**config.mk**
```make
export PLATFORM = sky130hd
export DESIGN_NAME = masked_magic_pattern_matcher
export DESIGN_NICKNAME = d
export VERILOG_FILES = /design/src/design/mmpm_pkg.sv /design/src/design/masked_magic_pattern_matcher.sv
export SDC_FILE = /design/constraint.sdc
export NUM_CORES = 1
export LEC_CHECK = 0
export BUFFER_PORTS_ARGS = -buffer_cell sky130_fd_sc_hd__clkbuf_2
export CAP_MARGIN = 20
export CELL_PAD_IN_SITES_DETAIL_PLACEMENT = 0
export CELL_PAD_IN_SITES_GLOBAL_PLACEMENT = 1
export CORE_MARGIN = 2
export CORE_UTILIZATION = 45
export DETAILED_ROUTE_END_ITERATION = 12
export PLACE_DENSITY = 0.81
export SETUP_SLACK_MARGIN = 0.05
export SKIP_LAST_GASP = 1
export SYNTH_ARGS = -nofsm -noshare
export SYNTH_HDL_FRONTEND = slang
export SYNTH_SLANG_ARGS = --single-unit
```
**constraint.sdc**
```tcl
create_clock -name clk -period 5.6 [get_ports clk]
set_input_delay 0 -clock clk [delete_from_list [all_inputs] [get_ports clk]]
set_output_delay 0 -clock clk [all_outputs]
set_load 0.03 [all_outputs]
```
**src/design/mmpm_pkg.sv**
```systemverilog
package mmpm_pkg;

  localparam int MAX_PATTERN_BYTES = 16;
  localparam int OFFSET_BITS       = 20;
  localparam int POS_BITS          = OFFSET_BITS + 1;
  localparam int LEN_BITS          = 5;
  localparam int CFG_DATA_BITS     = 64;
  localparam int CFG_INDEX_BITS    = 3;
  localparam int WIN_BITS          = 8 * MAX_PATTERN_BYTES;
  localparam int SHIFT_BITS        = $clog2(MAX_PATTERN_BYTES);

  localparam logic [POS_BITS-1:0] POS_MAX = {POS_BITS{1'b1}};

  typedef enum logic [CFG_INDEX_BITS-1:0] {
    REG_PATTERN_LOW    = 3'd0,
    REG_PATTERN_HIGH   = 3'd1,
    REG_MASK_LOW       = 3'd2,
    REG_MASK_HIGH      = 3'd3,
    REG_PATTERN_LENGTH = 3'd4,
    REG_START_OFFSET   = 3'd5,
    REG_OFFSET_RANGE   = 3'd6
  } cfg_index_t;

  typedef struct packed {
    logic [7:0] data_byte;
    logic       last_byte;
  } src_beat_t;

  typedef struct packed {
    logic                matched;
    logic [POS_BITS-1:0] match_offset;
  } res_beat_t;

endpackage

```
**src/design/masked_magic_pattern_matcher.sv**
```systemverilog
// Channel  | Dir | Handshake             | Beat payload
// ---------+-----+-----------------------+-------------------------------------
// src      | in  | src_valid / src_stall | src_data: data_byte, last_byte
// res      | out | res_valid / res_stall | res_data: matched, match_offset
// cfg      | in  | cfg_write             | cfg_index, cfg_data (no read-back)
//
// One file byte is taken every cycle while src_stall is low; the masked compare
// over the 16-byte window and the offset checks finish between the state registers
// and the result register, so a result appears in the cycle after the byte that causes it.
// The result register parts the two sides: src_stall is high only while a
// result is held in it and res_stall is high.
// Reset (rst, synchronous) loads the register reset values, clears the window,
// position and decided flag, and empties the result register.
module masked_magic_pattern_matcher import mmpm_pkg::*; (
  input  logic                      clk,
  input  logic                      rst,
  input  logic                      src_valid,
  output logic                      src_stall,
  input  src_beat_t                 src_data,
  output logic                      res_valid,
  input  logic                      res_stall,
  output res_beat_t                 res_data,
  input  logic                      cfg_write,
  input  logic [CFG_INDEX_BITS-1:0] cfg_index,
  input  logic [CFG_DATA_BITS-1:0]  cfg_data
);

  // Configuration registers
  logic [WIN_BITS-1:0]    pattern;
  logic [WIN_BITS-1:0]    mask;
  logic [LEN_BITS-1:0]    pattern_length;
  logic [OFFSET_BITS-1:0] start_offset;
  logic [OFFSET_BITS-1:0] offset_range;

  // Per-file state
  logic [7:0]          byte_window [MAX_PATTERN_BYTES];
  logic [POS_BITS-1:0] byte_position;
  logic                decided;

  logic                src_fire;
  logic [WIN_BITS-1:0] win_flat;
  logic [WIN_BITS-1:0] win_aligned;
  logic [SHIFT_BITS-1:0] win_shift;
  logic [MAX_PATTERN_BYTES-1:0] lane_ok;
  logic                win_match;
  logic                len_ok;
  logic                pos_full;
  logic [POS_BITS-1:0] pos_inc;
  logic [POS_BITS-1:0] start_cand;
  logic [POS_BITS-1:0] start_ext;
  logic [POS_BITS-1:0] end_offset;
  logic                test_now;
  logic                hit;
  logic                range_done;
  logic                produce;
  logic [POS_BITS-1:0] byte_position_next;
  logic                decided_next;

  assign src_stall = res_valid && res_stall;
  assign src_fire  = src_valid && !src_stall;

  // Config writes: unknown indexes are dropped
  always_ff @(posedge clk) begin
    if (rst) begin
      pattern        <= '0;
      mask           <= '1;
      pattern_length <= '0;
      start_offset   <= '0;
      offset_range   <= '0;
    end else if (cfg_write) begin
      case (cfg_index_t'(cfg_index))
        REG_PATTERN_LOW:    pattern[CFG_DATA_BITS-1:0]        <= cfg_data;
        REG_PATTERN_HIGH:   pattern[WIN_BITS-1:CFG_DATA_BITS] <= cfg_data;
        REG_MASK_LOW:       mask[CFG_DATA_BITS-1:0]           <= cfg_data;
        REG_MASK_HIGH:      mask[WIN_BITS-1:CFG_DATA_BITS]    <= cfg_data;
        REG_PATTERN_LENGTH: pattern_length <= cfg_data[LEN_BITS-1:0];
        REG_START_OFFSET:   start_offset   <= cfg_data[OFFSET_BITS-1:0];
        REG_OFFSET_RANGE:   offset_range   <= cfg_data[OFFSET_BITS-1:0];
        default: ;
      endcase
    end
  end

  // Window after this byte shifts in: byte k at bits 8k+7:8k, newest on top
  always_comb begin
    for (int k = 0; k < MAX_PATTERN_BYTES - 1; k++) begin
      win_flat[8*k +: 8] = byte_window[k+1];
    end
    win_flat[WIN_BITS-1 -: 8] = src_data.data_byte;
  end

  // Right-align the newest pattern_length bytes onto pattern lane 0
  assign win_shift   = SHIFT_BITS'(LEN_BITS'(MAX_PATTERN_BYTES) - pattern_length);
  assign win_aligned = win_flat >> {win_shift, 3'b000};

  always_comb begin
    for (int i = 0; i < MAX_PATTERN_BYTES; i++) begin
      lane_ok[i] = (LEN_BITS'(i) >= pattern_length) ||
                   (((win_aligned[8*i +: 8] ^ pattern[8*i +: 8]) & mask[8*i +: 8]) == 8'd0);
    end
  end
  assign win_match = &lane_ok;

  // Start offset tested by this byte is position + 1 - length
  assign len_ok     = (pattern_length != '0) &&
                      (pattern_length <= LEN_BITS'(MAX_PATTERN_BYTES));
  assign pos_full   = (byte_position == POS_MAX);
  assign pos_inc    = byte_position + 1'b1;
  assign start_cand = pos_inc - POS_BITS'(pattern_length);
  assign start_ext  = POS_BITS'(start_offset);
  assign end_offset = POS_BITS'(start_offset) + POS_BITS'(offset_range);

  assign test_now   = !decided && !pos_full && len_ok &&
                      (pos_inc >= POS_BITS'(pattern_length));
  assign hit        = test_now && (start_cand >= start_ext) &&
                      (start_cand <= end_offset) && win_match;
  assign range_done = test_now && !hit && (start_cand >= end_offset);
  // File end with nothing reported yet gives a no-match beat, unless this byte hits
  assign produce    = hit || range_done || (src_data.last_byte && !decided);

  always_comb begin
    if (src_data.last_byte) begin
      byte_position_next = '0;
      decided_next       = 1'b0;
    end else begin
      byte_position_next = pos_full ? byte_position : pos_inc;
      decided_next       = decided || hit || range_done;
    end
  end

  always_ff @(posedge clk) begin
    if (rst) begin
      byte_position <= '0;
      decided       <= 1'b0;
      for (int k = 0; k < MAX_PATTERN_BYTES; k++) begin
        byte_window[k] <= '0;
      end
    end else if (src_fire) begin
      byte_position <= byte_position_next;
      decided       <= decided_next;
      for (int k = 0; k < MAX_PATTERN_BYTES; k++) begin
        byte_window[k] <= src_data.last_byte ? 8'd0 : win_flat[8*k +: 8];
      end
    end
  end

  // Result register: load on an accepted byte, drop once taken
  always_ff @(posedge clk) begin
    if (rst) begin
      res_valid <= 1'b0;
    end else if (src_fire) begin
      res_valid <= produce;
    end else if (!res_stall) begin
      res_valid <= 1'b0;
    end
  end

  always_ff @(posedge clk) begin
    if (src_fire) begin
      res_data.matched      <= hit;
      res_data.match_offset <= hit ? start_cand : '0;
    end
  end

`ifndef SYNTHESIS
  a_res_after_beat: assert property (@(posedge clk) disable iff (rst)
    $rose(res_valid) |-> $past(src_fire))
    else $error("result appeared without an accepted byte");

  a_nomatch_zero: assert property (@(posedge clk) disable iff (rst)
    (res_valid && !res_data.matched) |-> (res_data.match_offset == '0))
    else $error("no-match result carries an offset");

  a_last_restarts: assert property (@(posedge clk) disable iff (rst)
    (src_fire && src_data.last_byte) |=> (byte_position == '0) && !decided)
    else $error("file end did not restart position");

  a_one_per_file: assert property (@(posedge clk) disable iff (rst)
    (src_fire && decided && !src_data.last_byte) |=> !res_valid)
    else $error("second result for one file");
`endif

endmodule
```
==> metrics.cfg <==
[detailed_routing]
drt-initial-drc-count=2762
ant_nets=0
dr.pass1.iters=7
vias=25940
drc=0
routed_wirelength_um=105900
viasPerCell=6.174
wl_per_cell_um=25.21

[clock_network]
clk_pin_slew_ns=0.06
cts_made_buffers=54
cts_htree_levels=2
cts_root_buffer=clkbuf_16
clock_path_buffers=3
clock_latency_ns=0.65
clock-sinks=466
post_cts.repair.setup_buffers=0
cts_tree=yes

[setup_path]
critPathKind=flop to flop
arrival_ns=5.66
worstReg2RegStart=pattern_length[0]
cp_common_cell=buf_4
endpoint_kind=flop
setup.worst_path.start=pattern_length[0]
crit_chain=buf_4, o31ai_1, buf_4, nand2_1, o211ai_1, mux2i_1, a2111oi_0, buf_4, a32o_1, nand4_1, nor4_2, nand4_2, buf_12, nor2b_1
cp_slowest_cell=buf_4
critPathMaxStageDelay_ns=0.73
cp-start-kind=flop
crit_fanout=58
worstPathRequired_ns=6.06

[sta]
finalWorstSetupSlack_ns=0.3959
fmax_ghz=0.1922
max_slew.worst_pin.slew_ns=1.051
relSlewSlack_pct=29.96
setup_tns_ns=0
period_needed_ns=5.204
rsz0062_at_grt=no
post-route-period-util_pct=92.93
setup_viol=0
fin_worst_skew_ns=0.05158
final_hold_viol_count=0
report.final.slew_viol_count=0

[synthesis]
synth_most_common_cell=nand2_1
synth_top_family_by_area=simple AND/OR/NAND/NOR gates
synth_top_area_share_pct=22.54
synthCells=3197
ys_seq_area_share_pct=37.35
synth_simple_gate_area_share_pct=24.34
synth_area_leaders=dfxtp_1, edfxtp_1, nand2_1
synth_top_area_cell=dfxtp_1
synth_cell_types=101
syn_area_per_cell_um2=9.003
synth_seq_cells=466
synth_fa_ha_area_share_pct=3.139
netlist_area_um2=28780
yosys_warnings=0
synth-xor-area-share_pct=5.112
synth_compound_area_share_pct=13.88
synth_mux_area_share_pct=11.70
synth_fp_nets=3349
synth-edff-count=142
ys.flop_type=dfxtp_1
yosys-top-cells-count=nand2_1, dfxtp_1, a21oi_1
synthArstFlopShare_pct=0

[power_and_ir_drop]
cellLeakagePower_nw=13.16
peakVddDrop_mv=0.2395
pwr_density_cell_nw_per_um2=278.3

[floorplanning]
io_pins=105
die_y_um=256.9
initial_core_util_pct=45.54
core-area_um2=63200
rows=92
fp.dieW_um=256.9
die-area_um2=66000

[global_route]
grt_max_degree=121
grt_pass1_vias=24260
antenna_found_initial=6
gr-total-overflow=0
grt_use_total_pct=31.45
grt_pass1_wl_um=158300

[placed_design]
placed_cells=4016
place_ws_ns=0.2342
io_buffers=104
place.gp.congestion=0.9986
dp_hpwl_um=77430

[run]
max-cap-violations=0

[cells_and_area]
fin_nets=3458
fillCellCount=5735
fin_cells=4201
final_util_pct=51.93
area_growth_pct=14.02
drive_gt1_share_pct=14.05

[worst_hold_path]
min_path_type=primary input to flop
min-delay-start=cfg_index[1]

[run_status]
run_status=finished, final reports clean

## timing repair
action                     4_1_cts  5_1_grt
hold endpoints to repair       350        0
setup endpoints to repair        0       24
gates resized for setup          0        6
hold buffers                    80        0
## critical path: cells and delay by family, from the launching register on
| family | cells | cell delay [ns] |
|---|---|---|
| AOI/OAI and AO/OA | 4 | 1.54 |
| buffers and inverters | 4 | 1.41 |
| DFF | 1 | 0.42 |
| muxes | 1 | 0.25 |
| and+or+nand+nor | 5 | 1.36 |
## sequential cells by signal, indices dropped and copies added, names as in the netlist
| name | cells |
|---|---|
| mask | 128 |
| pattern | 128 |
| byte_window | 120 |
| res_data | 22 |
| byte_position | 21 |
| offset_range | 20 |
| start_offset | 20 |
| pattern_length | 5 |
| decided | 1 |
| res_valid | 1 |
## kinds of logic after synthesis
| family | Yosys count |
|---|---|
| xor+xnor | 168 |
| buf+inv | 277 |
| mux | 200 |
| compound gates | 614 |
| simple gates | 1401 |
| flops | 466 |
| fa+ha+maj | 71 |
## cell type report
class,count,area (µm²),area share [%]
clock buffers,71,1528,4.655
multi-input cells,2454,16870,51.42
clock inverters,31,316.6,0.9646
flip-flops and latches,466,10750,32.77
inverters,58,217.7,0.6634
well taps,846,1059,3.226
repair buffers,272,2061,6.280
diodes,3,7.507,0.02288
## layout by cell type (no fill, tap or decap), types with 15 or more instances in the layout
master / n
nor2_1: 87
a31oi_1: 25
a21o_1: 20
nand3b_1: 141
nor2b_1: 31
xnor2_1: 103
or3_1: 23
mux4_2: 94
mux2i_1: 86
edfxtp_1: 142
clkbuf_2: 103
o22ai_1: 20
o31ai_1: 20
nand4_1: 31
nand3_1: 45
dfxtp_1: 323
dlygate4sd3_1: 80
nor3_1: 34
nand2_1: 709
o211ai_1: 26
buf_4: 82
clkbuf_16: 56
nor2_2: 18
and2_1: 55
xor2_1: 61
o21ai_0: 61
a21oi_1: 247
and3_1: 101
a22oi_1: 26
o2111ai_1: 15
inv_1: 56
clkinv_2: 17
nor3b_1: 26
nand2b_1: 22
ha_1: 68
## path summary, 6_finish.rpt
kind | endpoint | slack (ns) | cells after the start
setup / recovery | res_data[7] | 0.40 | 14
hold / removal | mask[19] | 0.05 | 5
setup reg to reg | res_data[7] | 0.40 | 14
hold reg to reg | pattern[112] | 0.47 | 2
## routing by layer
metal	vias up	share of wire [%]	track usage (%)	routed length [µm]
met2	1172	43	46.75	45600
met4	4	4.0	11.47	4262
met5	-	0.025	0	27
met1	12780	42	43.62	44900
met3	201	10	8.767	11110
li1	11780	-	-	-
## through the flow
stage	cell area [µm²]	hold WS, ns	total power [mW]
final	32820	0.05294	9.131
after floorplan	28780	0.1178	4.780
after global placement	30120	0.2680	5.408
after CTS	32780	0.01266	9.124
after global routing	32810	0.07252	9.433
after detailed placement	30140	0.2719	5.430
## where the power goes
part | total (mW) | internal [mW] | switching [mW]
Combinational | 1.72 | 0.650 | 1.07
Sequential | 3.74 | 3.61 | 0.130
Clock | 3.67 | 2.08 | 1.59
Total | 9.13 | 6.35 | 2.78
No activity file was read; power rests on OpenSTA's default activity.
